**src/rtl/llrc_pkg.sv**
```systemverilog
package llrc_pkg;

  // Geometry defaults and fixed field widths
  localparam int unsigned SLOT_COUNT_DEF = 64;
  localparam int unsigned LINE_CAPACITY  = 1024;
  localparam int unsigned POS_W          = $clog2(LINE_CAPACITY);
  localparam int unsigned KEPT_W         = 7;
  localparam int unsigned LINE_NUM_W     = 6;
  localparam int unsigned BYTE_W         = 8;

  localparam logic [KEPT_W-1:0] KEPT_RESET = 7'd10;
  localparam logic [BYTE_W-1:0] NEWLINE    = 8'd10;

  // Transaction kinds carried on s_tuser
  localparam logic [1:0] MODE_PUSH = 2'd0;
  localparam logic [1:0] MODE_EOS  = 2'd1;
  localparam logic [1:0] MODE_READ = 2'd2;
  localparam logic [1:0] MODE_NOP  = 2'd3;

  // Memory strobes from the control unit
  typedef struct packed {
    logic store_we;
    logic store_re;
    logic len_we;
    logic len_re;
    logic line_hit;
  } ctrl_flags_t;

  // Ring size in use: zero counts as one, capped at the slot count
  function automatic logic [KEPT_W-1:0] kept_clamp(input logic [KEPT_W-1:0] v,
                                                   input int unsigned slots);
    logic [KEPT_W-1:0] r;
    r = v;
    if (v == '0) begin
      r = 7'd1;
    end else if (32'(v) > slots) begin
      r = KEPT_W'(slots);
    end
    return r;
  endfunction

endpackage

```
**src/rtl/llrc_ctrl.sv**
```systemverilog
module llrc_ctrl #(
  parameter int unsigned SLOT_COUNT = llrc_pkg::SLOT_COUNT_DEF,
  localparam int unsigned SW = (SLOT_COUNT > 1) ? $clog2(SLOT_COUNT) : 1
) (
  input  logic                                clk,
  input  logic                                rst,
  input  logic                                cfg_we,
  input  logic [llrc_pkg::KEPT_W-1:0]         cfg_wdata,
  input  logic                                accept,
  input  logic [1:0]                          mode,
  input  logic [llrc_pkg::BYTE_W-1:0]         data_byte,
  input  logic [llrc_pkg::LINE_NUM_W-1:0]     line_number,
  output llrc_pkg::ctrl_flags_t               flags,
  output logic [SW-1:0]                       w_slot,
  output logic [llrc_pkg::POS_W-1:0]          w_pos,
  output logic [llrc_pkg::POS_W-1:0]          len_wdata,
  output logic [SW-1:0]                       r_slot,
  output logic [llrc_pkg::KEPT_W-1:0]         held_out
);

  import llrc_pkg::*;

  logic [KEPT_W-1:0] kept;
  logic [SW-1:0]     write_slot, write_slot_next;
  logic [KEPT_W-1:0] held_count, held_count_next;
  logic [POS_W-1:0]  line_position, line_position_next;

  logic              pos_ok;
  logic [POS_W-1:0]  pos_inc;
  logic              close_line;
  logic [8:0]        slot_inc;
  logic [8:0]        rd_sum;
  logic [8:0]        rd_slot;
  logic              hit;

  // Oldest-first line number to ring slot: one wrap at most
  always_comb begin
    rd_sum  = 9'(write_slot) + 9'(kept) - 9'(held_count) + 9'(line_number);
    rd_slot = (rd_sum >= 9'(kept)) ? (rd_sum - 9'(kept)) : rd_sum;
    hit     = 7'(line_number) < held_count;
  end

  assign pos_ok   = line_position < POS_W'(LINE_CAPACITY - 1);
  assign pos_inc  = pos_ok ? (line_position + 1'b1) : line_position;
  assign slot_inc = 9'(write_slot) + 9'd1;

  assign w_slot = write_slot;
  assign w_pos  = line_position;
  assign r_slot = rd_slot[SW-1:0];

  // Per-transaction state update and memory strobes
  always_comb begin
    flags              = '0;
    close_line         = 1'b0;
    len_wdata          = line_position;
    write_slot_next    = write_slot;
    held_count_next    = held_count;
    line_position_next = line_position;
    if (accept) begin
      case (mode)
        MODE_PUSH: begin
          flags.store_we     = pos_ok;
          line_position_next = pos_inc;
          len_wdata          = pos_inc;
          close_line         = (data_byte == NEWLINE);
        end
        MODE_EOS: begin
          close_line = (line_position != '0);
        end
        MODE_READ: begin
          flags.store_re = hit;
          flags.len_re   = hit;
          flags.line_hit = hit;
        end
        default: begin
        end
      endcase
    end
    if (close_line) begin
      flags.len_we       = 1'b1;
      write_slot_next    = (slot_inc >= 9'(kept)) ? '0 : slot_inc[SW-1:0];
      held_count_next    = (held_count < kept) ? (held_count + 1'b1) : held_count;
      line_position_next = '0;
    end
  end

  assign held_out = held_count_next;

  // Ring pointers; a register write also empties the ring
  always_ff @(posedge clk) begin
    if (rst) begin
      kept          <= kept_clamp(KEPT_RESET, SLOT_COUNT);
      write_slot    <= '0;
      held_count    <= '0;
      line_position <= '0;
    end else if (cfg_we) begin
      kept          <= kept_clamp(cfg_wdata, SLOT_COUNT);
      write_slot    <= '0;
      held_count    <= '0;
      line_position <= '0;
    end else begin
      write_slot    <= write_slot_next;
      held_count    <= held_count_next;
      line_position <= line_position_next;
    end
  end

endmodule
```
**config.mk**
```make
export PLATFORM = sky130hd
export DESIGN_NAME = llrc_ctrl
export DESIGN_NICKNAME = d
export VERILOG_FILES = /design/src/rtl/llrc_pkg.sv /design/src/rtl/llrc_ctrl.sv
export SDC_FILE = /design/constraint.sdc
export NUM_CORES = 1
export LEC_CHECK = 0
export BUFFER_PORTS_ARGS = -buffer_cell sky130_fd_sc_hd__buf_4
export CAP_MARGIN = 20
export CELL_PAD_IN_SITES_DETAIL_PLACEMENT = 1
export CELL_PAD_IN_SITES_GLOBAL_PLACEMENT = 1
export CORE_ASPECT_RATIO = 0.75
export CORE_MARGIN = 2
export CORE_UTILIZATION = 36
export CTS_CLUSTER_SIZE = 24
export DETAILED_ROUTE_END_ITERATION = 8
export PLACE_DENSITY = 0.8
export RECOVER_POWER = 100
export SYNTH_ARGS = -nofsm -noshare
export SYNTH_HDL_FRONTEND = slang
export SYNTH_SLANG_ARGS = --single-unit
```
**constraint.sdc**
```tcl
create_clock -name clk -period 4.4 [get_ports clk]
set_input_delay 0.44 -clock clk [delete_from_list [all_inputs] [get_ports clk]]
set_output_delay 0.44 -clock clk [all_outputs]
set_load 0.02 [all_outputs]
```
[Yosys cells after proc, flatten, opt, wreduce, memory -nomap -nowiden]
Index checks and enable logic that the tools add are counted.
Storage, ports and cells
  register bits after elaboration: 30
  latch bits: 0
  RAM bits: 0
  bits in read-only memories: 0
  input port bits: 27
  logic and storage cells: 42
  memories kept: 0
Cells by class
  $add $sub $neg: 7
  multiply operators: 0
  div/mod/pow operators: 0
  magnitude comparators: 6
  equal/unequal tests: 3
  shift-type cells: 0
  muxes and demuxes: 17
  bitwise operators: 0
  reductions and logical operators: 5
Operators with widths (number)
  $mux 10: 3
  $mux 7: 4
  $mux 6: 2
  $add 10x1->10 const B: 1
  $lt 10x10->1 const B: 1
  $reduce_bool 10->1: 1
  $add 9x6->9: 1
  $ge 9x7->1: 1
  $sub 8x7->9: 1
  $add 6x7->8: 1
  $eq 8x4->1 const B: 1
  $add 6x1->7 const B: 1
  $add 7x1->7 const B: 1
  $ge 7x7->1: 1
  $gt 7x7->1 const B: 1
  $logic_not 7->1: 1
  $lt 6x7->1: 1
  $lt 7x7->1: 1
  $mux 2: 3
  $sub 6x6->6: 1
  $mux 1: 4
  $reduce_or 3->1: 1
  $eq 2x1->1 const B: 1
  $eq 2x2->1 const B: 1
  other kinds (3): 3

[Logic depth before layout (Yosys ltp)]
  depth in word-level cells: 5
  mapped depth: 18
  mapped depth without buffers: 17

[Worst setup path before layout]
Ideal clock, no wire load.
  path kind: in2out
  from: input port line_number[2] (netlist name)
  to: output port r_slot[1]
  arrival: 4197 ps
  slack: -237 ps
  stages on the path: 16
  path through: fa_1 inv_1 fa_1 inv_1 ha_1 a21o_1 a21oi_1 o21ai_0 xor2_1 ha_1 nand2_1 nor3_1 a2111o_1 or3_1 clkbuf_1 mux2_1
On the way
  cells in the longest elaborated chain, start to end: 3
Ends and longest elaborated chain
  start, declared: RTL line llrc_ctrl.sv:12  | input logic [llrc_pkg::LINE_NUM_W-1:0] line_number,
  $add 9x6->9: RTL line llrc_ctrl.sv:38  | rd_sum = 9'(write_slot) + 9'(kept) - 9'(held_count) + 9'(line_number);
  $ge 9x7->1: RTL line llrc_ctrl.sv:39  | rd_slot = (rd_sum >= 9'(kept)) ? (rd_sum - 9'(kept)) : rd_sum;
  $mux 6: RTL line llrc_ctrl.sv:39
  end, declared: RTL line llrc_ctrl.sv:17  | output logic [SW-1:0] r_slot,
No other way between the ends.

[Worst setup path in the final report]
  from: register held_count[3]
  to: output port r_slot[5]
On the way
  cells in the longest elaborated chain, start to end: 4
  elaborated cells between the ends (all ways): 5
Ends and longest elaborated chain
  start, declared: RTL line llrc_ctrl.sv:25  | logic [KEPT_W-1:0] held_count, held_count_next;
  start signal, assigned: RTL line llrc_ctrl.sv:103  | held_count <= held_count_next;
  $sub 8x7->9 (*): RTL line llrc_ctrl.sv:38
  $add 9x6->9 (*): RTL line llrc_ctrl.sv:38
  $ge 9x7->1 or $sub 6x6->6 (tied branches): RTL line llrc_ctrl.sv:39
  $mux 6 (*): RTL line llrc_ctrl.sv:39
Mark *: on every way between the ends. The rest lies on a longest branch, timed or not.

==> out/metrics.csv <==
stage,metric,value,unit
timing,tightestPinTransition,903,ps
global_route,grtUsageMet3,4.37,%
clocking,root_buffer,clkbuf_8,
timing,fin_ws,-527,ps
place,place_inst,580,
route,drt_pass1_iterations,4,
logic_synthesis,synthFlopType,dfxtp_1,
pwr,p_leak,1.97,nW
global_route,grt_max_degree,16,
timing,maxSlewHeadroom,39.6,%
clocking,max-clock-path-buffers,2,
final_layout,drive_gt1_share,26.9,%
final_layout,finalNonFillerCells,595,
timing,fin_tns_setup,-2880,ps
global_route,grt_pass1_wl,16200,µm
timing,setup-violations-final,6,
die,die_w,109,µm
timing,fin_skew,11.4,ps
clocking,insertion_delay,300,ps
hold_path,min-delay-path-class,in2reg,
critical_path,timing.critical_path.arrival,4490,ps
final_layout,syn2layout_area_growth,37.5,%
logic_synthesis,synth_nets,442,
run,maxCapViolations,0,
timing,rsz0062_at_grt,true,
route,drt_drc_violations_left,0,
route,wl_per_cell,18.4,µm
logic_synthesis,yosysUniqueCellTypes,55,
route,vias_per_cell,5.25,
global_route,grt_antenna_before_repair,0,
logic_synthesis,syn_avg_cell_area,8.25,µm²
timing,hold_viol,0,
die,rows,28,
die,die-area,0.00903,mm²
status,violations,setup timing,
final_layout,final_cell_mix,"buf_4, inv_1, ha_1, clkbuf_1, nand2_1",
global_route,grt_use_met1,31.3,%
pwr,power,1.24,mW
logic_synthesis,yosys_warnings,0,
final_layout,multiInputGateArea,0.00225,mm²
timing,slew_viol_final,0,
place,port_buffers,70,
route,drt_iter0_drc,102,
final_layout,nets,570,
clocking,numCtsBuffers,5,
final_layout,layout_commonest_cell,buf_4,
logic_synthesis,synth_seq_cells,30,
clocking,cts.sinks,30,
global_route,grt_util_met2,40.1,%
clocking,htreeDepth,2,
clocking,tritoncts,yes,
status,status,"finished, violations left",
timing,fmax,203,MHz
timing,min_period,4930,ps
critical_path,cp.required,3960,ps
die,die_y,82.8,µm
timing,fin_hold_ws,377,ps
global_route,grt_busiest_layer,met2,
logic_synthesis,syn_area,0.00298,mm²
global_route,grtUsageTotal,23.8,%
critical_path,start_kind,register,
logic_synthesis,yosysSeqAreaShare,20.2,%
final_layout,fillerInstances,1011,
final_layout,diodes,0,
global_route,overflow,0,
place,dp_hpwl,8300,µm
logic_synthesis,synth_edf_count,0,
pwr,power_density,303,mW/mm²
pwr,worst_ir_drop_vdd,0.000192,V
die,ioPinCount,71,
logic_synthesis,syn_inst,361,
die,initial_core_util,37.5,%
route,detail-route-antenna-nets,0,
route,vias,3123,
clocking,clkSlewWorstSetupHoldPaths,80,ps
clocking,cts.hold.buffers_added,0,
place,gp_congestion,0.860,
die,core_area,0.00795,mm²
critical_path,critPathMaxFanout,5,
final_layout,seqCellArea,608,µm²
logic_synthesis,async_reset_ff_share,0,%
timing,timing.final.crit_share,112,%
global_route,first_global_vias,3235,
critical_path,path_class,reg2out,
critical_path,crit_path_end_kind,output pin,
route,wl,10900,µm
cells by family (layout without fill, tap and decap cells):
group | after synthesis | in the layout | synth area share (%)
AOI/OAI and AO/OA | 70 | 70 | 15.9
xor gates and xnor gates | 19 | 19 | 5.59
adders and majority gates | 54 | 54 | 26.2
buffers and inverters | 55 | 184 | 7.56
DFF | 30 | 30 | 20.2
muxes | 9 | 9 | 3.15
and+or+nand+nor | 124 | 124 | 21.5
registers in the layout (all words and copies together) (netlist names):
signal and count:
held_count 7, kept 7, w_slot 6, w_pos 10
worst paths after layout:
kind / from / endpoint / slack (ps) / depth (start not counted)
max reg2reg: kept[1]$_SDFFE_PP1P_ / held_count[5]$_SDFF_PP0_ / 1600 / 8
min: rst / kept[0]$_SDFFE_PP0P_ / 380 / 2
max: held_count[3]$_SDFF_PP0_ / r_slot[5] / -530 / 15
min reg2reg: kept[1]$_SDFFE_PP1P_ / kept[1]$_SDFFE_PP1P_ / 490 / 1
repair_timing:
action                                  CTS  global route
hold endpoints to repair                  0             0
pin swaps                                 1             1
endpoints found under the setup margin    6             6
buffers inserted                          4             3
resized for setup                        20             7
worst max-delay path, stage by stage, from the launching register on:
cell	delay, ps
dfxtp_1	350
inv_1	80
fa_1	510
inv_1	60
fa_1	500
inv_1	60
ha_1	370
a21oi_2	240
xnor2_1	200
ha_1	340
nor2_2	170
a211oi_2	60
a2111o_1	370
or3_4	400
mux2_4	330
buf_6	130
routing by layer:
metal  vias to the layer above  part of all wire [%]
li1                       1494                     -
met1                      1515                    45
met2                        94                    48
met3                        20                   5.0
met4                         0                   2.1
met5                         -                     0
per-stage QoR:
| stage | setup WS, ps | utilization [%] | cell area (µm²) |
|---|---|---|---|
| after floorplan | -69.4 | - | 3020 |
| after global placement | -357 | 50.4 | 4010 |
| after detailed placement | -505 | 50.4 | 4010 |
| after CTS | -418 | 52.8 | 4200 |
| after global routing | -659 | 51.5 | 4100 |
| final | -527 | 51.5 | 4100 |
cell usage after synthesis (2+ instances only):
cell / count / area [µm²]
o21ai_0: 10 / 50.1
nand4_1: 3 / 18.8
o2111ai_1: 3 / 26.3
buf_4: 3 / 22.5
o21a_1: 5 / 37.5
xor2_1: 6 / 52.6
clkbuf_1: 3 / 11.3
nor3_1: 3 / 15.0
a22oi_1: 2 / 15.0
o31ai_1: 3 / 22.5
a211oi_1: 5 / 37.5
nor4_1: 6 / 37.5
a31oi_1: 4 / 25.0
nor2_1: 28 / 105
nor2b_1: 5 / 31.3
nand2_1: 34 / 128
nand2b_1: 8 / 50.1
and3_1: 4 / 25.0
dfxtp_1: 30 / 601
a221o_1: 2 / 20.0
nor3b_1: 2 / 15.0
mux2i_1: 6 / 60.1
a21o_1: 7 / 52.6
fa_1: 14 / 280
and2_1: 9 / 56.3
ha_1: 40 / 500
xnor2_1: 13 / 114
nand3_1: 8 / 40.0
or3_1: 3 / 18.8
mux2_1: 3 / 33.8
inv_1: 47 / 176
a21oi_1: 19 / 95.1
report_power, final:
group | switching, mW | leakage [nW] | internal [mW] | total (mW)
clock | 0.120 | 0.0472 | 0.126 | 0.246
combinational | 0.349 | 1.67 | 0.371 | 0.719
sequential | 0.00279 | 0.245 | 0.275 | 0.277
total | 0.471 | 1.97 | 0.771 | 1.24
cell type report:
| type | instances | share of cell area, % |
|---|---|---|
| Tap cell | 105 | 3.21 |
| Clock buffer | 6 | 2.02 |
| Sequential cell | 30 | 14.8 |
| Inverter | 48 | 4.40 |
| Timing Repair Buffer | 128 | 20.4 |
| Clock inverter | 2 | 0.305 |
| Multi-Input combinational cell | 276 | 54.8 |
Note: power is estimated with default switching activity, not from simulation.
