[config.mk]
export PLATFORM = sky130hd
export DESIGN_NAME = llrc_ram
export DESIGN_NICKNAME = d
export VERILOG_FILES = /design/src/rtl/llrc_ram.sv
export SDC_FILE = /design/constraint.sdc
export NUM_CORES = 1
export LEC_CHECK = 0
export BUFFER_PORTS_ARGS = -buffer_cell sky130_fd_sc_hd__buf_2
export CAP_MARGIN = 20
export CORE_MARGIN = 1
export CORE_UTILIZATION = 45
export CTS_CLUSTER_SIZE = 12
export DETAILED_ROUTE_END_ITERATION = 10
export SETUP_SLACK_MARGIN = 0.4
export SLEW_MARGIN = 20
export SYNTH_ARGS = -nofsm -noshare
export SYNTH_HDL_FRONTEND = slang
export SYNTH_SLANG_ARGS = --single-unit
[constraint.sdc]
create_clock -name clk -period 4.8 [get_ports clk]
set_clock_uncertainty 0.15 [all_clocks]
set_input_delay 0.24 -clock clk [delete_from_list [all_inputs] [get_ports clk]]
set_output_delay 0.24 -clock clk [all_outputs]
set_load 0.01 [all_outputs]
[src/rtl/llrc_ram.sv]
module llrc_ram #(
  parameter int unsigned WIDTH = 8,
  parameter int unsigned DEPTH = 64,
  localparam int unsigned AW = (DEPTH > 1) ? $clog2(DEPTH) : 1
) (
  input  logic             clk,
  input  logic             we,
  input  logic [AW-1:0]    waddr,
  input  logic [WIDTH-1:0] wdata,
  input  logic             re,
  input  logic [AW-1:0]    raddr,
  output logic [WIDTH-1:0] rdata
);

  logic [WIDTH-1:0] mem [DEPTH];

  // One write port, one registered read port
  always_ff @(posedge clk) begin
    if (we) begin
      mem[waddr] <= wdata;
    end
    if (re) begin
      rdata <= mem[raddr];
    end
  end

endmodule

# After elaboration in Yosys (flattened, before gate mapping)
# Memories as Yosys holds them, arrays and structs flattened. A register that Yosys moved wholly into a read port is not among the register bits.
# Cells that the tools add are included.
dict set report word_totals {
  word_cells 3
  out_inout_bits 8
  romBits 0
  ff_bits 0
  memories 1
  in_bits 23
  latch_bits 0
  ramBits 512
}
# memory words word_bits rd rd_ports_with_merged_regs wr line
set memory_table {}
lappend memory_table {mem 64 8 1 1 1 15} ;# logic [WIDTH-1:0] mem [DEPTH];
dict set report op_classes {
  n_mul 0
  magnitude_cmp 0
  addsub 0
  n_eq_ne 0
  mux 2
  shift 0
  div 0
  reduce_logical 0
  bitwise_logic 0
}
# cell n
set ops {}
lappend ops {{$mux W1} 2}

# Longest topological paths before layout
# Gate-level depths: netlist of run 1.
dict set report logic_depth {
  ltp_word 2
  ltp_mapped 9
  mapped_depth_nobuf 5
}

# Worst setup path before layout of run 1
# OpenSTA, ideal clock, no wires.
dict set report synth_timing {
  path_type {in2reg}
  from {in raddr[1]}
  to {reg rdata[3], read port of mem (data pin)}
  slack_ns 2.604
  t_arrival_ns 1.780
  path_stages 7
  required_time_ns 4.384
  cell_sequence {buf_4 > buf_2 > buf_2 > mux4_2 > mux4_2 > o21ai_1 > o41ai_1}
}
# item line
set synth_rtl {}
lappend synth_rtl {{from (decl)} 11} ;# input logic [AW-1:0] raddr,
lappend synth_rtl {{to (decl)} 12} ;# output logic [WIDTH-1:0] rdata

==> flow_metrics.env, run 1 <==
export IMPL_status="finished clean"
export IMPL_syn_area_um2=20250
export IMPL_gp_congestion=0.7797
export IMPL_fin_crit_ps=2645
export IMPL_grt_busiest_layer="met2"
export IMPL_critPathLaunchType="input pin"
export IMPL_yosysUniqueCellTypes=39
export IMPL_num_rows=77
export IMPL_synthAdderAreaFrac_pct=0
export IMPL_worstPathArrival_ps=2810
export IMPL_grt_pass1_wl_mm=64.60
export IMPL_r2r_start="mem[12][0]$_DFFE_PP_"
export IMPL_synth_cells=940
export IMPL_final_antenna_net_count=0
export IMPL_wl_per_cell_um=26.99
export IMPL_max_freq_mhz=378.1
export IMPL_tightest_slew_ps=1073
export IMPL_hpwl_mm=25.62
export IMPL_stdcell_count=1602
export IMPL_cts_buffers=51
export IMPL_syn_nets=963
export IMPL_synthSimpleGateAreaFrac_pct=3.374
export IMPL_worst_skew_pair_late_latency_ps=580
export IMPL_yosysTopAreaCellShare_pct=77.12
export IMPL_critPathMaxFanout=72
export IMPL_cpMaxStageDelayCell="clkbuf_8"
export IMPL_io_buffers=30
export IMPL_crit_family="buffers and inverters"
export IMPL_fin_nets=1012
export IMPL_drv_cap=0
export IMPL_total_power_mw=9.070
export IMPL_rsz0062_at_grt="false"
export IMPL_cts_max_level=2
export IMPL_synth_top_area_cell="edfxtp_1"
export IMPL_grt_met1_usage_pct=28.67
export IMPL_die_w_um=214.1
export IMPL_drive_above_1_share_pct=24.06
export IMPL_synth_warnings=0
export IMPL_final_area_um2=22430
export IMPL_placed_cell_area_um2=20980
export IMPL_synth_compound_area_share_pct=2.064
export IMPL_finalMaxSlewViolations=0
export IMPL_crit_type="input pin to flop"
export IMPL_hp_class="input pin to flop"
export IMPL_root_buffer="clkbuf_16"
export IMPL_worst_path_buf_inv=3
export IMPL_syn_area_per_cell_um2=21.54
export IMPL_drc_errors=0
export IMPL_setup_viol=0
export IMPL_cpPeakStageDelay_ps=620
export IMPL_hold_start="wdata[5]"
export IMPL_p_leak_nw=6.877
export IMPL_die_h_um=214.1
export IMPL_cp_common_cell="buf_4"
export IMPL_drt_pass1_iterations=5
export IMPL_use_met3_pct=4.043
export IMPL_synth_seq_area_share_pct=77.12
export IMPL_area_growth_pct=10.79
export IMPL_period_share_pct=55.09
export IMPL_synth_area_leaders="edfxtp_1, mux4_2, nor2_1"
export IMPL_dp_cells=1527
export IMPL_muxShareOfSynthArea_pct=15.88
export IMPL_hold_viol=0
export IMPL_grt_antenna_before_repair=6
export IMPL_clk_pin_slew_ps=60
export IMPL_vias_per_cell=5.799
export IMPL_use_met2_pct=29.46
export IMPL_grt_overflow=0
export IMPL_cp_data_required_time_ps=4960
export IMPL_yosys_area_share_xor_xnor_pct=0
export IMPL_ir_worst_vdd_mv=0.2622
export IMPL_p_per_area_nw_per_um2=404.3
export IMPL_antenna_cells=0
export IMPL_grt_pass1_vias=9573
export IMPL_cts_sinks=520
export IMPL_crit_chain="clkbuf_8, buf_4, buf_4, mux4_2, o221ai_1, a21oi_1, o21ai_1, o41ai_1"
export IMPL_ys_ff_latch=520
export IMPL_clockBufferDepth=3
export IMPL_cts_tree="built"
export IMPL_grt_usage_pct=19.39
export IMPL_synth_top_family_by_area="multiplexers"
export IMPL_critPathCaptureType="flop"
export IMPL_ios=31
export IMPL_post_cts_buffers=0
export IMPL_dr_total_vias=9290
export IMPL_wirelength_mm=43.24
export IMPL_startpoint="raddr[0]"
export IMPL_drt_iter0_markers=958
export IMPL_grt_max_degree=73
export IMPL_core_area_um2=44320
export IMPL_max_slew_margin_rel_pct=28.20
export IMPL_die_area_um2=45850
export IMPL_initial_utilization_pct=45.69
export IMPL_finalSetupTns_ps=0
## area by class of cell
| class | instances | area [um2] |
|---|---|---|
| clock inverters | 7 | 55.05 |
| clock buffers | 67 | 1379 |
| well taps | 592 | 740.7 |
| repair buffers | 47 | 326.6 |
| flip-flops and latches | 520 | 15620 |
| fillers | 3542 | 21890 |
| multi-input cells | 369 | 4315 |
## synthesized netlist by cell type, drive strengths merged
master     n
a211oi     4
a2111oi    2
a21oi      3
o2111ai    3
a221oi     6
nor2b     14
o22ai      8
nand2     19
mux2i     23
buf       34
edfxtp   520
a22oi      3
o311ai     1
o21ai      4
mux2      13
nand3b     3
nand4b     1
and2       1
nor3       7
o221ai     8
o2bb2ai    3
o221a      2
nor4       2
nand2b     7
clkbuf    17
o41ai      2
a31oi      1
mux4     126
or3        1
nand3     13
o21a       2
nor2      83
o32ai      2
nand4      2
## worst paths after layout
path | to | slack (ps) | cells past startpoint
min | mem[51][5]$_DFFE_PP_ | 40 | 1
max reg2reg | rdata[0]$_DFFE_PP_ | 2490 | 5
min reg2reg | rdata[6]$_DFFE_PP_ | 780 | 3
max | rdata[3]$_DFFE_PP_ | 2160 | 8
## flip-flops by register name, indices dropped and copies added, names as in the netlist
| signal | flops |
|---|---|
| mem | 512 |
| rdata | 8 |
## where the power goes
group          internal [mW]  total (mW)  leakage, nW  switching, mW
combinational          0.169       0.447         1.49          0.278
clock                   2.03        3.57        0.698           1.54
sequential              5.04        5.05         4.69         0.0109
## stage by stage
step                util, %  hold WS [ps]  setup slack (ps)
global route          50.62         32.18              1924
global placement      47.34         496.5              1458
finish                50.62         38.19              2155
CTS                   50.60         17.29              2050
detailed placement    47.34         486.3              1434
floorplan                 -         188.9              2604
## kinds of logic (layout without fill, tap and decap cells)
kind of cell	after synthesis	after routing
AOI/OAI and AO/OA	54	54
DFF	520	520
and+or+nand+nor	153	153
muxes	162	162
buffers and inverters	51	121
## routing by layer
layer  part of all wire (%)  wire length [um]
met5                   0.14                60
met2                     47             20280
met3                    5.4              2330
met1                     45             19620
met4                    2.2               947
## worst register-to-register path: cells and delay by family (launching register included)
family	cells	cell delay (ps)
flip-flops	1	360
AND/OR/NAND/NOR	2	380
AO/OA/AOI/OAI	1	140
multiplexers	2	1020
## cell usage in the layout, fill, tap and decap left out, types with 3 or more instances in the layout
cell / netlist / routed
a211oi_1: 4 / 4
a21oi_1: 3 / 3
a221oi_1: 6 / 6
a22oi_1: 3 / 3
buf_2: 11 / 24
buf_4: 13 / 19
clkbuf_1: 17 / 14
clkbuf_16: 0 / 53
clkinv_1: 0 / 4
edfxtp_1: 520 / 520
mux2_2: 13 / 13
mux2i_1: 23 / 23
mux4_2: 126 / 126
nand2_1: 19 / 19
nand2b_1: 7 / 7
nand3_1: 13 / 13
nand3b_1: 3 / 3
nor2_1: 83 / 83
nor2b_1: 14 / 14
nor3_1: 7 / 7
o2111ai_1: 3 / 3
o221ai_1: 8 / 8
o22ai_1: 8 / 8
o2bb2ai_1: 3 / 3
## timing repair
| item | CTS | global route |
|---|---|---|
| hold buffers | 1 | 0 |
| gates resized for setup | 0 | 0 |
| hold endpoints to repair | 8 | 0 |
Power figures use the tool's default switching activity.
==> inputs of run 2 (changes only) <==
==> constraint.sdc (replaced) <==
create_clock -name clk -period 2.2 [get_ports clk]
set_clock_uncertainty 0.15 [all_clocks]
set_input_delay 0.11 -clock clk [delete_from_list [all_inputs] [get_ports clk]]
set_output_delay 0.11 -clock clk [all_outputs]
set_load 0.01 [all_outputs]
==> flow_metrics.env, run 2 (synthesis gave the netlist of run 1 again) <==
export IMPL_fin_nets=1174
export IMPL_hp_class="input pin to flop"
export IMPL_rsz0062_at_grt="true"
export IMPL_grt_overflow=0
export IMPL_hpwl_mm=30.01
export IMPL_wirelength_mm=46.65
export IMPL_io_buffers=30
export IMPL_critPathLaunchType="flop"
export IMPL_die_h_um=214.1
export IMPL_status="complete, but fails checks"
export IMPL_top_regs="mem (512), rdata (8)"
export IMPL_finalSetupTns_ps=0
export IMPL_crit_chain="mux4_2, mux2_4, o221a_4, nor3_2, buf_4, o32ai_2"
export IMPL_total_power_mw=20.17
export IMPL_die_area_um2=45850
export IMPL_hold_viol=4
export IMPL_drt_iter0_markers=1034
export IMPL_netSwitchingFraction_pct=21.08
export IMPL_critPathCaptureType="flop"
export IMPL_tightest_slew_ps=861.4
export IMPL_cpPeakStageDelay_ps=480
export IMPL_drt_pass1_iterations=7
export IMPL_grt_pass1_vias=10400
export IMPL_period_share_pct=98.23
export IMPL_largest_reg_flops=512
export IMPL_ir_worst_vdd_mv=0.6514
export IMPL_worst_skew_pair_late_latency_ps=600
export IMPL_initial_utilization_pct=45.69
export IMPL_core_area_um2=44320
export IMPL_worstPathArrival_ps=2340
export IMPL_num_rows=77
export IMPL_intPower_mw=15.91
export IMPL_crit_family="multiplexers"
export IMPL_cts_max_level=2
export IMPL_clock_power_share_pct=39.4
export IMPL_cp_data_required_time_ps=2380
export IMPL_max_freq_mhz=462.7
export IMPL_drv_cap=0
export IMPL_wl_per_cell_um=26.28
export IMPL_cts_buffers=53
export IMPL_grt_antenna_before_repair=0
export IMPL_failed_checks="negative hold slack"
export IMPL_cts_sinks=520
export IMPL_clockBufferDepth=3
export IMPL_post_cts_buffers=0
export IMPL_ios=31
export IMPL_clk_pin_slew_ps=60
export IMPL_grt_max_degree=65
export IMPL_p_leak_nw=7.785
export IMPL_fin_util_pct=54.16
export IMPL_max_slew_margin_rel_pct=42.57
export IMPL_mostFrequentLayoutCells="edfxtp_1, buf_4, mux4_2, nor2_1, clkbuf_16"
export IMPL_drive_above_1_share_pct=34.94
export IMPL_comb_power_share_pct=6.0
export IMPL_drc_errors=0
export IMPL_die_w_um=214.1
export IMPL_area_growth_pct=18.54
export IMPL_finalMaxSlewViolations=0
export IMPL_cts_tree="built"
export IMPL_vias_per_cell=5.700
export IMPL_grt_usage_pct=20.83
export IMPL_dr_total_vias=10117
export IMPL_cpMaxStageDelayCell="mux4_2"
export IMPL_gp_congestion=0.8405
export IMPL_final_antenna_net_count=0
export IMPL_setup_viol=0
export IMPL_worst_path_buf_inv=1
export IMPL_root_buffer="clkbuf_16"
export IMPL_p_per_area_nw_per_um2=840.2
export IMPL_critPathMaxFanout=1
export IMPL_grt_pass1_wl_mm=69.21
export IMPL_final_common_cell="edfxtp_1"
export IMPL_power_switching_mw=4.251
export IMPL_fillers=3453
export IMPL_crit_type="flop to flop"
export IMPL_p_seq_share_pct=54.6
export IMPL_fin_crit_ps=2161
export IMPL_holdWs_ps=-85.41
export IMPL_regMostFlops="mem"
## run 2: cell types whose count changed in the layout (fill, tap and decap cells not counted), moves of 3 or more
cell,before,now
buf_4,19,148
dlygate4sd3_1,1,17
buf_12,2,14
nor2_1,83,77
nor2_2,0,6
clkbuf_1,14,18
a221oi_1,6,3
clkinv_1,4,7
o21ai_2,0,3
## run 2: final cells by class
type | count | area (um2) | share of cell area (%)
Timing Repair Buffer | 207 | 1717 | 7.153
Multi-Input combinational cell | 369 | 4451 | 18.54
Antenna cell | 1 | 2.502 | 0.01043
Clock buffer | 71 | 1394 | 5.808
Clock inverter | 15 | 81.33 | 0.3389
Sequential cell | 520 | 15620 | 65.06
Tap cell | 592 | 740.7 | 3.086
## run 2: layer usage
layer  GRT usage (%)  up-vias  share of wire (%)  routed length (um)
met5               0        -                  0                   0
met4           6.310        0                2.4                1108
met3           4.184       70                7.8                3617
met2           32.34      375                 47               21890
met1           29.99     5313                 43               20040
li1                -     4359                  -                   -
## run 2: path summary, 6_finish.rpt
path                                      endpoint  cells past startpoint            startpoint  slack (ps)
worst max-delay path            rdata[6]$_DFFE_PP_                      6  mem[21][6]$_DFFE_PP_          40
worst min-delay path            rdata[2]$_DFFE_PP_                      3              raddr[5]         -90
worst max register to register  rdata[6]$_DFFE_PP_                      6  mem[21][6]$_DFFE_PP_          40
worst min register to register  rdata[0]$_DFFE_PP_                      4  mem[18][0]$_DFFE_PP_         720
## run 2: power by group through the flow
stage	Combinational, mW	Clock (mW)	Sequential, mW
after floorplan	0.594	0	11.2
after global placement	1.15	0	11.2
after detailed placement	1.16	0	11.2
after CTS	1.21	8.11	11.0
after global routing	1.29	8.46	11.0
final	1.22	7.94	11.0
## run 2: what timing repair did
item / 4_1_cts / 5_1_grt
pin swaps: 4 / 0
cloned: 0 / 0
hold buffers: 13 / 4
resized for setup: 17 / 13
hold endpoints to repair: 240 / 7
setup endpoints to repair: 8 / 115
## run 2: tightest hold or removal path, stage by stage
cell and delay (ps):
buf_2 190, nor3_1 80, o2bb2ai_1 100
## run 2: per-stage QoR
stage,instances,setup WS (ps),instance area [um2]
4_1_cts,1770,28.38,23910
6_report,1775,38.90,24000
3_5_place_dp,1671,-527.7,22220
3_3_place_gp,1671,-522.9,22220
5_1_grt,1774,-40.11,24000
2_1_floorplan,940,254.7,20290
==> inputs of run 3 (changes only) <==
==> constraint.sdc (replaced) <==
create_clock -name clk -period 2.3 [get_ports clk]
set_clock_uncertainty 0.15 [all_clocks]
set_input_delay 0.115 -clock clk [delete_from_list [all_inputs] [get_ports clk]]
set_output_delay 0.115 -clock clk [all_outputs]
set_load 0.01 [all_outputs]
==> flow_metrics.env, run 3 (synthesis gave the netlist of run 1 again) <==
export IMPL_wl_per_cell_um=25.98
export IMPL_critPathLaunchType="flop"
export IMPL_fillers=3416
export IMPL_gp_congestion=0.8327
export IMPL_grt_antenna_before_repair=2
export IMPL_grt_usage_pct=20.57
export IMPL_finalMaxSlewViolations=0
export IMPL_root_buffer="clkbuf_16"
export IMPL_whs_path_depth=2
export IMPL_die_w_um=214.1
export IMPL_period_share_pct=93.51
export IMPL_crit_chain="mux4_2, mux2_4, o221a_4, nor3_4, buf_4, o32ai_2"
export IMPL_intPower_mw=15.42
export IMPL_drive_above_1_share_pct=34.53
export IMPL_cts_sinks=520
export IMPL_die_area_um2=45850
export IMPL_ios=31
export IMPL_core_area_um2=44320
export IMPL_use_met2_pct=31.82
export IMPL_initial_utilization_pct=45.69
export IMPL_cpMaxStageDelayCell="mux4_2"
export IMPL_seqCellArea_um2=15620
export IMPL_io_buffers=30
export IMPL_regToRegEndpoint="rdata[6]$_DFFE_PP_"
export IMPL_use_met3_pct=3.305
export IMPL_wirelength_mm=45.97
export IMPL_grt_busiest_layer="met2"
export IMPL_comb_power_share_pct=6.0
export IMPL_clock_power_share_pct=39.8
export IMPL_hpwl_mm=29.97
export IMPL_p_seq_share_pct=54.2
export IMPL_ff2ff_path_depth=6
export IMPL_placed_cell_area_um2=22190
export IMPL_cts_tree="built"
export IMPL_holdWs_ps=53.69
export IMPL_holdPathEnd="mem[0][7]$_DFFE_PP_"
export IMPL_worst_skew_pair_late_latency_ps=600
export IMPL_tightest_slew_ps=750.4
export IMPL_cpPeakStageDelay_ps=500
export IMPL_hold_start="wdata[7]"
export IMPL_hold_viol=0
export IMPL_max_slew_margin_rel_pct=49.97
export IMPL_vias_per_cell=5.703
export IMPL_mostFrequentLayoutCells="edfxtp_1, buf_4, mux4_2, nor2_1, clkbuf_16"
export IMPL_die_h_um=214.1
export IMPL_cts_buffers=53
export IMPL_area_growth_pct=18.79
export IMPL_critPathMaxFanout=1
export IMPL_grt_max_degree=65
export IMPL_dr_total_vias=10088
export IMPL_clockBufferDepth=3
export IMPL_final_area_um2=24050
export IMPL_crit_type="flop to flop"
export IMPL_final_common_cell="edfxtp_1"
export IMPL_top_regs="mem (512), rdata (8)"
export IMPL_grt_met1_usage_pct=30.00
export IMPL_setup_viol=0
export IMPL_worstPathArrival_ps=2340
export IMPL_multiInputGateArea_um2=4479
export IMPL_grt_overflow=0
export IMPL_netSwitchingFraction_pct=20.67
export IMPL_regMostFlops="mem"
export IMPL_final_antenna_net_count=0
export IMPL_p_per_area_nw_per_um2=808.2
export IMPL_num_rows=77
export IMPL_power_switching_mw=4.018
export IMPL_critPathCaptureType="flop"
export IMPL_p_leak_nw=7.810
export IMPL_cp_data_required_time_ps=2480
export IMPL_clk_pin_slew_ps=60
export IMPL_rsz0062_at_grt="true"
export IMPL_cts_max_level=2
export IMPL_drc_errors=0
export IMPL_grt_pass1_vias=10297
export IMPL_rrSetupSlack_ps=150
export IMPL_fin_nets=1166
export IMPL_drt_pass1_iterations=5
export IMPL_status="finished clean"
export IMPL_fin_crit_ps=2151
export IMPL_drt_iter0_markers=1189
export IMPL_drv_cap=0
export IMPL_hp_class="input pin to flop"
export IMPL_r2r_start="mem[21][6]$_DFFE_PP_"
export IMPL_largest_reg_flops=512
export IMPL_ir_worst_vdd_mv=0.6178
export IMPL_grt_pass1_wl_mm=68.56
export IMPL_max_freq_mhz=465.0
[run 3: through the flow]
stage | TNS (ps) | utilization [%] | total power [mW] | std cells | worst slack (ps)
after floorplan | 0 | - | 11.30 | 940 | 349.7
after global placement | -1220 | 50.06 | 11.83 | 1663 | -283.7
after detailed placement | -1289 | 50.06 | 11.85 | 1663 | -262.8
after CTS | 0 | 54.03 | 19.62 | 1761 | 78.02
after global routing | 0 | 54.25 | 20.01 | 1765 | 90.65
final | 0 | 54.27 | 19.44 | 1769 | 149.3
[run 3: worst max-delay path, delay by kind of cell, from the launching register on]
kind / cells / cell delay, ps
AND/OR/NAND/NOR: 1 / 110
multiplexers: 2 / 800
flip-flops: 1 / 360
AO/OA/AOI/OAI: 2 / 340
buffers and inverters: 1 / 130
[run 3: area by class of cell]
| class | instances | share of cell area (%) |
|---|---|---|
| antenna | 4 | 0.04162 |
| timing repair buffer | 199 | 6.976 |
| tap | 592 | 3.080 |
| multi-input combinational | 369 | 18.62 |
| sequential | 520 | 64.93 |
| clock inverter | 20 | 0.4734 |
| clock buffer | 65 | 5.879 |
[run 3: timing repair]
action	CTS	global route
gates resized for setup	18	14
setup buffers	0	1
endpoints found under the setup margin	8	146
endpoints found under the hold margin	221	7
hold buffers	13	3
pin swaps	4	4
[run 3: power groups by stage]
stage | registers (mW) | logic [mW] | clock network (mW)
2_1_floorplan | 10.7 | 0.568 | 0
5_1_grt | 10.5 | 1.24 | 8.23
3_5_place_dp | 10.7 | 1.11 | 0
3_3_place_gp | 10.7 | 1.09 | 0
6_report | 10.5 | 1.16 | 7.74
4_1_cts | 10.5 | 1.16 | 7.93
[run 3: how the worst max path moves through the flow]
stage                    startpoint            endpoint  slack [ps]  depth (start not counted)
4_1_cts        mem[21][6]$_DFFE_PP_  rdata[6]$_DFFE_PP_          80                          6
2_1_floorplan              raddr[0]  rdata[7]$_DFFE_PP_         350                          7
3_5_place_dp               raddr[0]  rdata[7]$_DFFE_PP_        -260                          6
5_1_grt        mem[21][6]$_DFFE_PP_  rdata[6]$_DFFE_PP_          90                          6
3_3_place_gp               raddr[0]  rdata[7]$_DFFE_PP_        -280                          6
6_report       mem[21][6]$_DFFE_PP_  rdata[6]$_DFFE_PP_         150                          6
[run 3: routing by layer]
metal	up-vias	wire length, um	part of all wire [%]
li1	4336	-	-
met1	5331	20040	44
met2	341	21820	47
met4	2	1154	2.5
met3	78	2940	6.4
met5	-	12	0.026
